[config.mk]
export PLATFORM = sky130hd
export DESIGN_NAME = utf8_to_ascii_fallback
export DESIGN_NICKNAME = d
export VERILOG_FILES = /design/src/rtl/u2a_pkg.sv /design/src/rtl/u2a_front.sv /design/src/rtl/u2a_fifo.sv /design/src/rtl/u2a_back.sv /design/src/rtl/utf8_to_ascii_fallback.sv
export SDC_FILE = /design/constraint.sdc
export NUM_CORES = 1
export LEC_CHECK = 0
export ABC_AREA = 1
export BUFFER_PORTS_ARGS = -buffer_cell sky130_fd_sc_hd__buf_4
export CAP_MARGIN = 20
export CORE_ASPECT_RATIO = 1.1
export CORE_MARGIN = 5
export CORE_UTILIZATION = 50
export DETAILED_ROUTE_END_ITERATION = 12
export GPL_TIMING_DRIVEN = 1
export PLACE_DENSITY_LB_ADDON = 0.1
export SLEW_MARGIN = 10
export SYNTH_ARGS = -nofsm -noshare
export SYNTH_HDL_FRONTEND = slang
export SYNTH_SLANG_ARGS = --single-unit
[constraint.sdc]
create_clock -name clk_i -period 11.6 [get_ports clk_i]
set_input_delay 2.32 -clock clk_i [delete_from_list [all_inputs] [get_ports clk_i]]
set_output_delay 2.32 -clock clk_i [all_outputs]
set_load 0.02 [all_outputs]
[src/rtl/u2a_pkg.sv]
// Package for the UTF-8 to ASCII fallback block: payload structs, job record,
// sequence codes, byte constants and the lead-byte length function.
// No dependencies.
`timescale 1ns / 1ps

package u2a_pkg;

  localparam int unsigned CNT_W   = 12;
  localparam int unsigned CAP_W   = 13;
  localparam int unsigned ADDR_W  = 3;
  localparam int unsigned QDEPTH  = 2;
  localparam int unsigned QPTR_W  = $clog2(QDEPTH);
  localparam int unsigned QCNT_W  = $clog2(QDEPTH + 1);

  localparam logic [CAP_W-1:0] CAP_MAX   = CAP_W'(1 << CNT_W);
  localparam logic [CAP_W-1:0] CAP_RESET = CAP_W'(256);

  localparam logic REG_PASSTHROUGH  = 1'b0;
  localparam logic REG_OUT_CAPACITY = 1'b1;

  localparam logic [7:0] B_LEAD_E2 = 8'hE2;
  localparam logic [7:0] B_LEAD_C2 = 8'hC2;
  localparam logic [7:0] B_LEAD_C3 = 8'hC3;
  localparam logic [7:0] B_SEC_89  = 8'h89;
  localparam logic [7:0] B_SEC_80  = 8'h80;
  localparam logic [7:0] B_APPROX  = 8'h88;
  localparam logic [7:0] B_EN_DASH = 8'h93;
  localparam logic [7:0] B_EM_DASH = 8'h94;
  localparam logic [7:0] B_ELLIPS  = 8'hA6;
  localparam logic [7:0] B_DEGREE  = 8'hB0;
  localparam logic [7:0] B_MICRO   = 8'hB5;
  localparam logic [7:0] B_TIMES   = 8'h97;
  localparam logic [7:0] B_ASCII_END = 8'h80;

  localparam logic [7:0] CH_QUEST = 8'h3F;
  localparam logic [7:0] CH_TILDE = 8'h7E;
  localparam logic [7:0] CH_DASH  = 8'h2D;
  localparam logic [7:0] CH_DOT   = 8'h2E;
  localparam logic [7:0] CH_SPACE = 8'h20;
  localparam logic [7:0] CH_D     = 8'h64;
  localparam logic [7:0] CH_E     = 8'h65;
  localparam logic [7:0] CH_G     = 8'h67;
  localparam logic [7:0] CH_U     = 8'h75;
  localparam logic [7:0] CH_X     = 8'h78;

  typedef enum logic [1:0] {
    SEQ_NONE,
    SEQ_LEAD,
    SEQ_SECOND
  } seq_e;

  typedef struct packed {
    logic [7:0] in_byte;
    logic       in_last;
  } in_item_t;

  typedef struct packed {
    logic [7:0] out_char;
    logic       out_end;
  } out_item_t;

  typedef struct packed {
    logic [3:0][7:0] chars;
    logic [2:0]      nchar;
    logic            term;
  } job_t;

  function automatic logic [1:0] extra_bytes(input logic [7:0] c);
    logic [1:0] r;
    r = 2'd0;
    if (c[7:5] == 3'b110) r = 2'd1;
    else if (c[7:4] == 4'b1110) r = 2'd2;
    else if (c[7:3] == 5'b11110) r = 2'd3;
    return r;
  endfunction

endpackage

[src/rtl/u2a_front.sv]
// Front part: accepts input bytes, tracks pending sequences and the character
// count, and pushes a job record for each byte that yields output. Uses u2a_pkg.
`timescale 1ns / 1ps

module u2a_front import u2a_pkg::*; (
  input  logic             clk_i,
  input  logic             rst_ni,
  input  logic             passthrough_i,
  input  logic [CAP_W-1:0] cap_i,
  input  logic             in_valid_i,
  input  in_item_t         in_data_i,
  output logic             in_stall_o,
  input  logic             full_i,
  output logic             push_o,
  output job_t             job_o
);

  logic [7:0]       lead_q, lead_d;
  logic [7:0]       second_q, second_d;
  seq_e             seq_q, seq_d;
  logic [1:0]       skip_q, skip_d;
  logic [CNT_W-1:0] count_q, count_d;

  logic [CAP_W-1:0] limit;
  logic [CAP_W-1:0] used;
  logic [CAP_W-1:0] room;
  logic [3:0][7:0]  cand;
  logic [2:0]       cand_len;
  logic             all_or_none;
  logic [2:0]       n;
  logic [7:0]       b;
  logic             accept;

  always_comb begin
    b        = in_data_i.in_byte;
    limit    = (cap_i > CAP_MAX) ? CAP_MAX : cap_i;
    used     = {1'b0, count_q} + CAP_W'(1);
    room     = (limit > used) ? (limit - used) : '0;
    lead_d   = lead_q;
    second_d = second_q;
    seq_d    = seq_q;
    skip_d   = skip_q;
    cand     = '0;
    cand_len = 3'd0;
    all_or_none = 1'b0;

    if (passthrough_i) begin
      cand[0]  = b;
      cand_len = 3'd1;
      seq_d    = SEQ_NONE;
      skip_d   = 2'd0;
    end else if (skip_q != 2'd0) begin
      skip_d = skip_q - 2'd1;
    end else begin
      case (seq_q)
        SEQ_NONE: begin
          if (b < B_ASCII_END) begin
            cand[0]  = b;
            cand_len = 3'd1;
          end else if (b inside {B_LEAD_E2, B_LEAD_C2, B_LEAD_C3}) begin
            lead_d = b;
            seq_d  = SEQ_LEAD;
          end else begin
            cand[0]  = CH_QUEST;
            cand_len = 3'd1;
            skip_d   = extra_bytes(b);
          end
        end
        SEQ_LEAD: begin
          seq_d    = SEQ_NONE;
          cand_len = 3'd1;
          if (lead_q == B_LEAD_C2) begin
            if (b == B_DEGREE) begin
              cand     = {CH_G, CH_E, CH_D, CH_SPACE};
              cand_len = 3'd4;
            end else if (b == B_MICRO) begin
              cand[0] = CH_U;
            end else begin
              cand[0] = CH_QUEST;
            end
          end else if (lead_q == B_LEAD_C3) begin
            cand[0] = (b == B_TIMES) ? CH_X : CH_QUEST;
          end else if (b == B_SEC_89 || b == B_SEC_80) begin
            cand_len = 3'd0;
            second_d = b;
            seq_d    = SEQ_SECOND;
          end else begin
            cand[0] = CH_QUEST;
            skip_d  = 2'd1;
          end
        end
        SEQ_SECOND: begin
          seq_d    = SEQ_NONE;
          cand_len = 3'd1;
          if (second_q == B_SEC_89 && b == B_APPROX) begin
            cand[0] = CH_TILDE;
          end else if (second_q == B_SEC_80 && (b == B_EN_DASH || b == B_EM_DASH)) begin
            cand[0] = CH_DASH;
          end else if (second_q == B_SEC_80 && b == B_ELLIPS) begin
            cand        = {8'h00, CH_DOT, CH_DOT, CH_DOT};
            cand_len    = 3'd3;
            all_or_none = 1'b1;
          end else begin
            cand[0] = CH_QUEST;
          end
        end
        default: begin
          seq_d = SEQ_NONE;
        end
      endcase
    end

    // A string that ends inside a sequence closes it with a question mark.
    if (in_data_i.in_last && seq_d != SEQ_NONE) begin
      cand[0]     = CH_QUEST;
      cand_len    = 3'd1;
      all_or_none = 1'b0;
    end

    if (all_or_none) begin
      n = (room >= CAP_W'(3)) ? 3'd3 : 3'd0;
    end else begin
      n = (room < CAP_W'(cand_len)) ? room[2:0] : cand_len;
    end

    accept  = in_valid_i && !full_i;
    count_d = count_q + CNT_W'(n);
    if (in_data_i.in_last) begin
      lead_d   = '0;
      second_d = '0;
      seq_d    = SEQ_NONE;
      skip_d   = 2'd0;
      count_d  = '0;
    end
  end

  assign in_stall_o  = full_i;
  assign push_o      = accept && (n != 3'd0 || in_data_i.in_last);
  assign job_o.chars = cand;
  assign job_o.nchar = n;
  assign job_o.term  = in_data_i.in_last;

  always_ff @(posedge clk_i or negedge rst_ni) begin
    if (!rst_ni) begin
      lead_q   <= '0;
      second_q <= '0;
      seq_q    <= SEQ_NONE;
      skip_q   <= 2'd0;
      count_q  <= '0;
    end else if (accept) begin
      lead_q   <= lead_d;
      second_q <= second_d;
      seq_q    <= seq_d;
      skip_q   <= skip_d;
      count_q  <= count_d;
    end
  end

`ifndef NO_ASSERTIONS
  a_count_clears: assert property (@(posedge clk_i) disable iff (!rst_ni)
    accept && in_data_i.in_last |=> count_q == '0 && seq_q == SEQ_NONE)
    else $error("count not cleared after string end");
  a_no_skip_in_seq: assert property (@(posedge clk_i) disable iff (!rst_ni)
    !(skip_q != 2'd0 && seq_q != SEQ_NONE))
    else $error("skip and pending sequence at once");
`endif

endmodule

[src/rtl/u2a_fifo.sv]
// Short job queue between the front and back parts.
// Uses u2a_pkg for the job record and queue depth.
`timescale 1ns / 1ps

module u2a_fifo import u2a_pkg::*; (
  input  logic clk_i,
  input  logic rst_ni,
  input  logic push_i,
  input  job_t job_i,
  output logic full_o,
  input  logic pop_i,
  output logic head_valid_o,
  output job_t head_o
);

  job_t              mem_q [QDEPTH];
  logic [QPTR_W-1:0] wr_q;
  logic [QPTR_W-1:0] rd_q;
  logic [QCNT_W-1:0] cnt_q;
  logic              do_push;
  logic              do_pop;

  assign full_o       = (cnt_q == QCNT_W'(QDEPTH));
  assign head_valid_o = (cnt_q != '0);
  assign head_o       = mem_q[rd_q];
  assign do_push      = push_i && !full_o;
  assign do_pop       = pop_i && head_valid_o;

  always_ff @(posedge clk_i) begin
    if (do_push) begin
      mem_q[wr_q] <= job_i;
    end
  end

  always_ff @(posedge clk_i or negedge rst_ni) begin
    if (!rst_ni) begin
      wr_q  <= '0;
      rd_q  <= '0;
      cnt_q <= '0;
    end else begin
      if (do_push) wr_q <= wr_q + QPTR_W'(1);
      if (do_pop)  rd_q <= rd_q + QPTR_W'(1);
      if (do_push && !do_pop) begin
        cnt_q <= cnt_q + QCNT_W'(1);
      end else if (do_pop && !do_push) begin
        cnt_q <= cnt_q - QCNT_W'(1);
      end
    end
  end

`ifndef NO_ASSERTIONS
  a_no_overflow: assert property (@(posedge clk_i) disable iff (!rst_ni)
    !(push_i && full_o))
    else $error("job pushed into a full queue");
  a_cnt_range: assert property (@(posedge clk_i) disable iff (!rst_ni)
    cnt_q <= QCNT_W'(QDEPTH))
    else $error("queue count out of range");
`endif

endmodule

[src/rtl/u2a_back.sv]
// Back part: walks the job at the queue head and sends one result per cycle,
// while the output is not stalled, through an output register. Uses u2a_pkg.
`timescale 1ns / 1ps

module u2a_back import u2a_pkg::*; (
  input  logic      clk_i,
  input  logic      rst_ni,
  input  logic      head_valid_i,
  input  job_t      head_i,
  output logic      pop_o,
  output logic      out_valid_o,
  input  logic      out_stall_i,
  output out_item_t out_data_o
);

  logic [2:0] idx_q;
  logic       out_valid_q;
  out_item_t  out_q;
  out_item_t  item;
  logic       load;
  logic       fire;
  logic       done;

  always_comb begin
    if (idx_q < head_i.nchar) begin
      item.out_char = head_i.chars[idx_q[1:0]];
      item.out_end  = 1'b0;
      done          = (idx_q + 3'd1 == head_i.nchar) && !head_i.term;
    end else begin
      item.out_char = 8'h00;
      item.out_end  = 1'b1;
      done          = 1'b1;
    end
    load = !out_valid_q || !out_stall_i;
    fire = head_valid_i && load;
  end

  assign pop_o       = fire && done;
  assign out_valid_o = out_valid_q;
  assign out_data_o  = out_q;

  always_ff @(posedge clk_i) begin
    if (fire) begin
      out_q <= item;
    end
  end

  always_ff @(posedge clk_i or negedge rst_ni) begin
    if (!rst_ni) begin
      out_valid_q <= 1'b0;
      idx_q       <= 3'd0;
    end else begin
      if (load) out_valid_q <= fire;
      if (fire) idx_q <= done ? 3'd0 : idx_q + 3'd1;
    end
  end

`ifndef NO_ASSERTIONS
  a_idx_bound: assert property (@(posedge clk_i) disable iff (!rst_ni)
    head_valid_i |-> idx_q <= head_i.nchar)
    else $error("job index past the job length");
`endif

endmodule

[src/rtl/utf8_to_ascii_fallback.sv]
// Top level of the UTF-8 to ASCII fallback block: configuration registers and
// the front, queue and back parts. Uses u2a_pkg, u2a_front, u2a_fifo, u2a_back.
//
//   channel  direction  handshake               payload
//   in       input      in_valid_i / in_stall_o   in_item_t  (in_byte, in_last)
//   out      output     out_valid_o / out_stall_i out_item_t (out_char, out_end)
//   config   input      APB write/read            passthrough, out_capacity
//
// One input byte is taken per cycle while the two-entry job queue has room.
// The back part sends one result per cycle while the output is not stalled; a
// byte yields zero to five results (up to four characters and an end marker).
// Reset is asynchronous and active low and clears no memory.
// A stall on the output fills the queue and then stalls the input.
`timescale 1ns / 1ps

module utf8_to_ascii_fallback import u2a_pkg::*; (
  input  logic              clk_i,
  input  logic              rst_ni,
  input  logic              in_valid_i,
  output logic              in_stall_o,
  input  in_item_t          in_data_i,
  output logic              out_valid_o,
  input  logic              out_stall_i,
  output out_item_t         out_data_o,
  input  logic              psel,
  input  logic              penable,
  input  logic              pwrite,
  input  logic [ADDR_W-1:0] paddr,
  input  logic [31:0]       pwdata,
  output logic [31:0]       prdata,
  output logic              pready
);

  logic             pass_q;
  logic [CAP_W-1:0] cap_q;
  logic             push;
  job_t             job;
  logic             full;
  logic             pop;
  logic             head_valid;
  job_t             head;

  assign pready = 1'b1;

  always_comb begin
    case (paddr[2])
      REG_PASSTHROUGH:  prdata = {31'b0, pass_q};
      REG_OUT_CAPACITY: prdata = {{(32 - CAP_W){1'b0}}, cap_q};
      default:          prdata = '0;
    endcase
  end

  always_ff @(posedge clk_i or negedge rst_ni) begin
    if (!rst_ni) begin
      pass_q <= 1'b0;
      cap_q  <= CAP_RESET;
    end else if (psel && penable && pwrite) begin
      case (paddr[2])
        REG_PASSTHROUGH:  pass_q <= pwdata[0];
        REG_OUT_CAPACITY: cap_q  <= pwdata[CAP_W-1:0];
        default:          ;
      endcase
    end
  end

  u2a_front u_front (
    .clk_i         (clk_i),
    .rst_ni        (rst_ni),
    .passthrough_i (pass_q),
    .cap_i         (cap_q),
    .in_valid_i    (in_valid_i),
    .in_data_i     (in_data_i),
    .in_stall_o    (in_stall_o),
    .full_i        (full),
    .push_o        (push),
    .job_o         (job)
  );

  u2a_fifo u_fifo (
    .clk_i        (clk_i),
    .rst_ni       (rst_ni),
    .push_i       (push),
    .job_i        (job),
    .full_o       (full),
    .pop_i        (pop),
    .head_valid_o (head_valid),
    .head_o       (head)
  );

  u2a_back u_back (
    .clk_i        (clk_i),
    .rst_ni       (rst_ni),
    .head_valid_i (head_valid),
    .head_i       (head),
    .pop_o        (pop),
    .out_valid_o  (out_valid_o),
    .out_stall_i  (out_stall_i),
    .out_data_o   (out_data_o)
  );

endmodule
Word level (Yosys, flattened, before mapping)
Memory sizes are Yosys's and may differ from the RTL's.
Cells that the tools add are included.
Widths: inputs -> output; s select.
{"block": "totals", "register_bits": 63, "latchBits": 0, "ramBits": 72, "rom_bits": 0, "in_bits": 51, "out_inout_bits": 44, "word_cells": 199, "mem_count": 1}
{"block": "op_classes", "n_addsub": 9, "mul": 0, "div": 0, "magnitude_cmp": 7, "eq_ne": 33, "shift": 0, "n_mux": 92, "bitwise_logic": 1, "reduce_logical": 42}
{"memory": "u_fifo.mem_q", "words": 2, "word_bits": 36, "read_ports": 1, "rd_ports_with_merged_regs": 0, "wr": 1, "line": "u2a_fifo.sv:16", "text": "job_t mem_q [QDEPTH];"}
{"operator": "$mux 8", "count": 22}
{"operator": "$eq 8x8->1 const B", "count": 16}
{"operator": "$mux 24", "count": 3}
{"operator": "$pmux 32 s2", "count": 1}
{"operator": "$pmux 24 s2", "count": 1}
{"operator": "$mux 2", "count": 23}
{"operator": "$mux 23", "count": 2}
{"operator": "$mux 3", "count": 11}
{"operator": "$mux 32", "count": 1}
{"operator": "$mux 13", "count": 2}
{"operator": "$ne 5x4->1 const B", "count": 5}
{"operator": "$pmux 8 s3", "count": 1}
{"operator": "$bmux 8 s2", "count": 1}
{"operator": "$reduce_bool 2->1", "count": 8}
{"operator": "$logic_and 1x1->1", "count": 15}
{"operator": "$mux 1", "count": 14}
{"operator": "$mux 14", "count": 1}
{"operator": "$mux 7", "count": 2}
{"operator": "$reduce_and 7->1", "count": 2}
{"operator": "$add 12x1->13 const B", "count": 1}
{"operator": "$ge 13x2->1 const B", "count": 1}
{"operator": "$gt 13x13->1", "count": 1}
{"operator": "$gt 13x13->1 const B", "count": 1}
{"operator": "$lt 13x3->1", "count": 1}
{"operator": "other kinds (29)", "count": 48}

Depth between registers and ports, before layout
Gate-level depths: netlist of run 1.
{"block": "depth", "ltp_word": 22, "ltp_mapped": 37, "depth_no_buf": 37}

Modules after synthesis
A second synthesis of run 1 with hierarchy kept.
{"block": "unflattened", "cells_unflattened": 1084, "area_unflattened_um2": 8471.9}
{"mod": "u2a_front", "instances": 1, "cells_per_inst": 629, "area_each_um2": 3816.2, "seq_area_each_um2": 800.8}
{"mod": "u2a_fifo", "instances": 1, "cells_per_inst": 219, "area_each_um2": 2875.3, "seq_area_each_um2": 2262.2}
{"mod": "u2a_back", "instances": 1, "cells_per_inst": 120, "area_each_um2": 919.6, "seq_area_each_um2": 370.4}
{"mod": "utf8_to_ascii_fallback", "instances": 1, "cells_per_inst": 116, "area_each_um2": 860.8, "seq_area_each_um2": 351.6}

Worst setup path after synthesis of run 1
OpenSTA, ideal clock, no wires.
{"block": "synth_path", "path_type": "input-to-reg", "from": "in in_data_i[6] in the netlist's numbering", "to": "reg u_front.count_q[10]", "setup_time_ns": 0.077, "t_arrival_ns": 5.666, "path_slack_ns": 5.857, "path_stages": 34, "n_path_buf": 0, "path_cell_list": "inv_1 nand2_1 nor2_1 nand2_1 nand3_2 nand2_1 nand2_1 nand2_1 nand2_2 nand2_2 nand2_4 inv_1 nor3_1 inv_1 ha_1 nand2_1 nand2_1 inv_1 nand3_2 nor2_8 nand3_1 nand3_1 nand2_2 inv_1 ha_1 inv_1 fa_1 nor2_1 o211ai_1 nor2_1 nand2_1 nor3_1 o21ai_0 a21oi_1"}
{"element": "start: declaration", "line": "utf8_to_ascii_fallback.sv:21", "text": "input in_item_t in_data_i,"}
{"element": "end signal: assignment", "line": "u2a_front.sv:155", "text": "count_q <= count_d;"}
{"element": "end: declaration", "line": "u2a_front.sv:22", "text": "logic [CNT_W-1:0] count_q, count_d;"}

==> results.json, run 1 <==
{
  "status": "complete, no violations",
  "worst_pin_slew_ns": 0.952,
  "area_growth_pct": 11.7,
  "synth-compound-area-share_pct": 10.0,
  "worstPathMaxFanout": 9,
  "rows": 43,
  "slowest_stage": "fa_1",
  "dieArea_sq_um": 15100,
  "vias_per_cell": 5.11,
  "postSynth.asyncResetShare_pct": 58.1,
  "synth-seq-cells": 93,
  "finalCritPeriodShare_pct": 54.9,
  "synth-adder-area-share_pct": 6.12,
  "muxShareOfSynthArea_pct": 0.824,
  "synth_top_family_by_area": "simple AND/OR/NAND/NOR gates",
  "rsz0062_at_grt": "false",
  "period_minus_slack_ns": 6.37,
  "reg2reg_from": "u_front.count_q[1]$_DFFE_PN0P_",
  "cts_max_level": 3,
  "clock_skew_ns": 0.0113,
  "synth_xor_area_share_pct": 2.61,
  "ys_warn_count": 0,
  "grt_max_degree": 55,
  "core_area_sq_um": 12600,
  "cts_tree": "done",
  "synth-edff-count": 39,
  "cts-root-buf": "clkbuf_16",
  "worstSkewPairLatency_ns": 0.35,
  "grt_overflow": 0,
  "fmax_mhz": 157,
  "postCtsHoldBufs": 0,
  "syn-cell-area_sq_um": 6380,
  "crit_path_end_kind": "register",
  "first_global_vias": 5272,
  "yosysUniqueCellTypes": 50,
  "cts_max_path_buffers": 2,
  "drv_slew": 0,
  "die_h_microns": 128,
  "reg2reg_slack_ns": 5.59,
  "hpwl_microns": 11700,
  "antenna_left": 0,
  "setup_viol": 0,
  "crit_path_end": "u_front.count_q[10]$_DFFE_PN0P_",
  "ff2ff_path_depth": 34,
  "r2r_end": "u_front.count_q[10]$_DFFE_PN0P_",
  "yosysSeqAreaShare_pct": 39.5,
  "tns_ns": 0,
  "diodes": 0,
  "clock_sinks": 93,
  "start_util_pct": 50.7,
  "cp.arrival_ns": 6.63,
  "layout-drive-gt1-share_pct": 11.9,
  "crit_required_ns": 11.87,
  "crit_type": "primary input to register",
  "crit_path_start_kind": "primary input",
  "grt_usage_pct": 19.9,
  "total_leakage_power_nw": 3.61,
  "cts_buffers": 9,
  "p_per_area_nw_per_um2": 206,
  "die_width_microns": 118,
  "post-place-cells": 1046,
  "crit_top_cell": "nand2_1",
  "avgSynthCellArea_sq_um": 7.52,
  "layout_common_cells": "208 x nand2_1, 146 x inv_1, 95 x nor2_1",
  "synth_cells": 848,
  "routed_wl_microns": 14700,
  "clk_pin_slew_ns": 0.07,
  "grt_pass1_wl_microns": 24700,
  "io_pins": 95,
  "maxCapViolCount": 0,
  "post_cts_resized": 0,
  "num_vias": 5422,
  "final_common_cell": "nand2_1",
  "slew_headroom_pct": 35.8,
  "antenna_found_initial": 0,
  "vdd_drop_max_uv": 169,
  "hold_viol": 0,
  "final_cells": 1062,
  "post-cts-setup-buffer-count": 0,
  "yosys.area_share.simple_pct": 28.5,
  "critPathLaunch": "in_data_i[6]",
  "route.detailed.drc": 0,
  "nNetsFinal": 981,
  "gp_congestion": 0.913,
  "hp-class": "register to register",
  "cpPeakStageDelay_ns": 0.40,
  "synth-main-ff-cell": "dfrtp_1",
  "dr.first_iter.drc_count": 347,
  "wl_per_cell_microns": 13.9,
  "port_buffers": 53,
  "drt-pass1-iter-count": 4
}
[layout make-up]
type                            count  area (sq um)
Clock inverter                      7          72.6
Clock buffer                        9           225
Multi-Input combinational cell    592          3140
Sequential cell                    93          2520
Fill cell                        1216          5460
Inverter                          150           563
Tap cell                          157           196
Timing Repair Buffer               54           405
[kinds of logic (layout without fill, tap and decap cells)]
| family | count (synthesis) | after routing |
|---|---|---|
| AO/OA/AOI/OAI | 109 | 109 |
| multiplexers | 5 | 5 |
| adder cells (fa/ha/maj) | 30 | 30 |
| flip-flops | 93 | 93 |
| XOR/XNOR | 19 | 19 |
| buffers and inverters | 181 | 220 |
| AND/OR/NAND/NOR | 409 | 409 |
| other | 2 | 20 |
[flip-flops by register name, summed over array words and instances, names as in the netlist, 3 cells and up]
name and flops:
cap_q 13, u_back.idx_q 3, u_back.out_data_o 9, u_fifo.mem_q 30, u_front.count_q 12, u_front.lead_q 8
u_front.second_q 8
[worst min path at each step]
stage	depth (start not counted)	slack, ns	startpoint	endpoint
after CTS	2	0.48	u_front.lead_q[4]$_DFFE_PN0P_	u_front.lead_q[4]$_DFFE_PN0P_
after floorplan	2	0.44	u_front.lead_q[4]$_DFFE_PN0P_	u_front.lead_q[4]$_DFFE_PN0P_
after global placement	2	0.46	u_front.lead_q[7]$_DFFE_PN0P_	u_front.lead_q[7]$_DFFE_PN0P_
final	2	0.47	u_front.lead_q[4]$_DFFE_PN0P_	u_front.lead_q[4]$_DFFE_PN0P_
after global routing	2	0.49	u_front.lead_q[4]$_DFFE_PN0P_	u_front.lead_q[4]$_DFFE_PN0P_
after detailed placement	2	0.46	u_front.lead_q[4]$_DFFE_PN0P_	u_front.lead_q[4]$_DFFE_PN0P_
[routing by layer]
metal / vias to the layer above / part of all wire (%) / GRT usage [%]
met5: - / 0 / 0
met4: 0 / 1.8 / 6.21
met3: 20 / 4.1 / 3.69
met2: 119 / 51 / 36.7
met1: 2495 / 43 / 23.5
li1: 2788 / - / -
[power breakdown]
part	total [mW]	switching (mW)	leakage, nW	internal (mW)
registers	0.494	0.0507	1.06	0.443
logic	0.677	0.438	2.40	0.238
clock network	0.295	0.127	0.145	0.168
total	1.47	0.617	3.61	0.849
[cells in the mapped netlist (3+ instances only)]
| master | count | area, sq um |
|---|---|---|
| mux2i_1 | 3 | 30.0 |
| nor2_1 | 95 | 357 |
| o21ai_0 | 38 | 190 |
| xnor2_1 | 6 | 52.6 |
| o211ai_1 | 6 | 45.0 |
| nor3_1 | 11 | 55.1 |
| xor2_1 | 13 | 114 |
| nand3_2 | 6 | 60.1 |
| a21oi_1 | 37 | 185 |
| inv_1 | 146 | 548 |
| edfxtp_1 | 39 | 1170 |
| buf_4 | 21 | 158 |
| ha_1 | 28 | 350 |
| a31oi_1 | 6 | 37.5 |
| nand2_2 | 11 | 68.8 |
| nand4_1 | 12 | 75.1 |
| or2_2 | 3 | 18.8 |
| buf_6 | 3 | 33.8 |
| nor4_1 | 8 | 50.1 |
| nand2_1 | 208 | 781 |
| o31ai_1 | 3 | 22.5 |
| nand3_1 | 39 | 195 |
| clkbuf_1 | 7 | 26.3 |
| dfrtp_1 | 53 | 1330 |
| nand2_4 | 3 | 33.8 |
| o22ai_1 | 4 | 25.0 |
| a21oi_2 | 4 | 35.0 |
[through the flow]
stage	worst slack [ns]	hold WS, ns	total power [mW]	area [sq um]	util, %
5_1_grt	4.75	0.486	1.59	7130	56.6
3_3_place_gp	5.04	0.457	1.15	6830	54.2
6_report	5.23	0.473	1.47	7130	56.6
2_1_floorplan	5.86	0.437	1.00	6450	-
4_1_cts	5.29	0.475	1.48	7130	56.6
3_5_place_dp	4.96	0.459	1.18	6830	54.3
[critical path, delay by kind of cell]
| family | cells | cell delay, ns |
|---|---|---|
| AOI/OAI and AO/OA | 3 | 0.37 |
| buffers and inverters | 7 | 0.72 |
| adders and majority gates | 3 | 0.88 |
| and+or+nand+nor | 22 | 2.32 |
(Power assumes the default switching activity.)
==> run 2, diff against run 1 <==
- ABC_AREA: 1 -> 0
- clock period: 11.6 -> 5.6 ns (I/O delays scaled with it)
==> run 2 against run 1 <==
  * Clock-buffer cell count unchanged
  * Sequential power increased by 120%
  * Routed wire length decreased by 8.5%
  * Total power increased by 120%
  * Combinational power increased by 140%
  * Worst setup slack got worse by 5.0 ns
  * Synthesized cell count decreased by 27%
  * Via count decreased by 13%
  * Design area increased by 0.46%
  * Synthesized area decreased by 5.3%
  * Register-to-register slack got worse by 5.3 ns
==> results.json, run 2 <==
{
  "status": "complete, no violations",
  "antenna_found_initial": 0,
  "clock_skew_ns": 0.00810,
  "place_area_sq_um": 6760,
  "grt_usage_pct": 19.7,
  "synth-adder-area-share_pct": 6.46,
  "core_area_sq_um": 11900,
  "postSynth.asyncResetShare_pct": 58.1,
  "tns_ns": 0,
  "multiInputGateArea_sq_um": 3350,
  "slowest_stage": "dfrtp_1",
  "die_h_microns": 125,
  "crit_path_end_kind": "register",
  "post-synth-top-count-cell": "nor2_1",
  "cts_max_level": 3,
  "clk_pin_slew_ns": 0.07,
  "layout_common_cells": "100 x buf_4, 64 x nor2_1, 53 x dfrtp_1",
  "syn-cell-area_sq_um": 6040,
  "top_register": "u_fifo.mem_q",
  "total_leakage_power_nw": 3.08,
  "cts_max_path_buffers": 2,
  "clock_sinks": 93,
  "final_common_cell": "buf_4",
  "synth_cells": 619,
  "num_vias": 4722,
  "muxShareOfSynthArea_pct": 5.73,
  "area_growth_pct": 18.5,
  "crit_required_ns": 5.80,
  "nNetsFinal": 784,
  "synth-edff-count": 39,
  "crit_path_start_kind": "register",
  "crit_top_cell": "nor2_1",
  "grt_max_degree": 55,
  "avgSynthCellArea_sq_um": 9.77,
  "cts_tree": "done",
  "antenna_left": 0,
  "synth_xor_area_share_pct": 4.93,
  "finalCritPeriodShare_pct": 95.4,
  "ys_warn_count": 0,
  "min_path_cells": 1,
  "worstPathMaxFanout": 3,
  "dieArea_sq_um": 14400,
  "cts_buffers": 9,
  "routed_wl_microns": 13500,
  "synth-compound-area-share_pct": 14.2,
  "yosysSeqAreaShare_pct": 41.8,
  "yosys.area_share.simple_pct": 21.4,
  "hold_viol": 0,
  "post-place-ws_ns": -0.0285,
  "drv_slew": 0,
  "diodes": 0,
  "ff2ff_path_depth": 29,
  "hp-class": "register to register",
  "fmax_mhz": 187,
  "worst_pin_slew_ns": 0.848,
  "timing.final.ws_setup_ns": 0.258,
  "p_per_area_nw_per_um2": 459,
  "reg_top3": "u_fifo.mem_q (30), cap_q (13), u_front.count_q (12)",
  "crit_type": "register to register",
  "largest_register_ffs": 30,
  "port_buffers": 53,
  "final-seq-area_sq_um": 2520,
  "die_width_microns": 115,
  "postCtsHoldBufs": 0,
  "yosys-top-cells-area": "dfrtp_1 22%, edfxtp_1 19%, ha_1 5.8%",
  "rows": 42,
  "drt-pass1-iter-count": 4,
  "hpwl_microns": 10300,
  "synth_top_family_by_area": "simple AND/OR/NAND/NOR gates",
  "synth-seq-cells": 93,
  "maxCapViolCount": 0,
  "vdd_drop_max_uv": 258,
  "synth-main-ff-cell": "dfrtp_1",
  "cp.arrival_ns": 5.54,
  "period_minus_slack_ns": 5.34,
  "n_fill_cell": 1040,
  "gp_congestion": 0.916,
  "yosysUniqueCellTypes": 77,
  "route.detailed.drc": 0,
  "hold_ws_ns": 0.481,
  "slew_headroom_pct": 43.0,
  "vias_per_cell": 5.48,
  "start_util_pct": 50.7,
  "cts-root-buf": "clkbuf_16",
  "cpPeakStageDelay_ns": 0.41,
  "wl_per_cell_microns": 15.6,
  "fin_area_sq_um": 7160,
  "first_global_vias": 4809,
  "dr.first_iter.drc_count": 212,
  "synth.top_cells.by_count": "68 x nor2_1, 53 x dfrtp_1, 40 x nand2_1",
  "worstSkewPairLatency_ns": 0.35,
  "yosys.area.top_type_share_pct": 21.9,
  "layout-drive-gt1-share_pct": 24.6,
  "io_pins": 95,
  "setup_viol": 0,
  "grt_overflow": 0,
  "yosys.area.top_type": "dfrtp_1",
  "grt_pass1_wl_microns": 23100
}
-- run 2: layout make-up --
type | count | area share [%]
Sequential cell | 93 | 35.2
Tap cell | 154 | 2.69
Inverter | 19 | 0.996
Clock buffer | 9 | 3.14
Multi-Input combinational cell | 480 | 46.7
Clock inverter | 7 | 0.716
Timing Repair Buffer | 100 | 10.5
-- run 2: final timing paths --
kind / slack, ns / from / to
worst max-delay path: 0.26 / u_front.count_q[1]$_DFFE_PN0P_ / u_front.count_q[10]$_DFFE_PN0P_
worst min-delay path: 0.48 / u_front.lead_q[4]$_DFFE_PN0P_ / u_front.lead_q[4]$_DFFE_PN0P_
worst max register to register: 0.26 / u_front.count_q[1]$_DFFE_PN0P_ / u_front.count_q[10]$_DFFE_PN0P_
worst min register to register: 0.48 / u_front.lead_q[4]$_DFFE_PN0P_ / u_front.lead_q[4]$_DFFE_PN0P_
max in group asynchronous: 4.30 / rst_ni / u_front.lead_q[0]$_DFFE_PN0P_
min in group asynchronous: 0.80 / rst_ni / u_fifo.cnt_q[1]$_DFFE_PN0P_
-- run 2: logic make-up (layout without fill, tap and decap cells) --
logic type,after synthesis,in the layout
other,2,20
buffers and inverters,64,135
xor gates and xnor gates,34,34
DFF,93,93
adders and majority gates,30,30
AOI/OAI and AO/OA,119,119
and+or+nand+nor,245,245
muxes,32,32
-- run 2: per-stage QoR --
| stage | power (mW) | utilization (%) | instances |
|---|---|---|---|
| after CTS | 3.22 | 59.0 | 857 |
| after floorplan | 2.16 | - | 637 |
| after global placement | 2.59 | 56.7 | 841 |
| final | 3.29 | 60.0 | 862 |
| after detailed placement | 2.63 | 56.7 | 841 |
| after global routing | 3.55 | 60.0 | 862 |
-- run 2: timing repair --
item                                   in CTS  in global routing
endpoints found under the hold margin       0                  0
setup buffers                               0                  5
gates resized for setup                     0                 21
setup endpoints to repair                   0                  9
-- run 2: worst max-delay path, delay by kind of cell (launching register included) --
kind	cells	cell delay, ns
XOR/XNOR	2	0.36
flip-flops	1	0.41
AO/OA/AOI/OAI	7	1.16
adder cells (fa/ha/maj)	4	1.17
AND/OR/NAND/NOR	13	1.77
buffers and inverters	3	0.32
-- run 2: report_power, final --
part	total (mW)	internal [mW]	switching, mW
Combinational	1.64	0.729	0.910
Clock	0.570	0.302	0.268
Sequential	1.08	0.944	0.134
-- run 2: routing by layer --
| layer | vias up | GRT usage (%) | routed length (microns) |
|---|---|---|---|
| met5 | - | 0 | 0 |
| met4 | 0 | 6.28 | 219 |
| met3 | 24 | 3.91 | 503 |
| met2 | 95 | 32.1 | 6650 |
| met1 | 2244 | 26.5 | 6110 |
| li1 | 2359 | - | - |
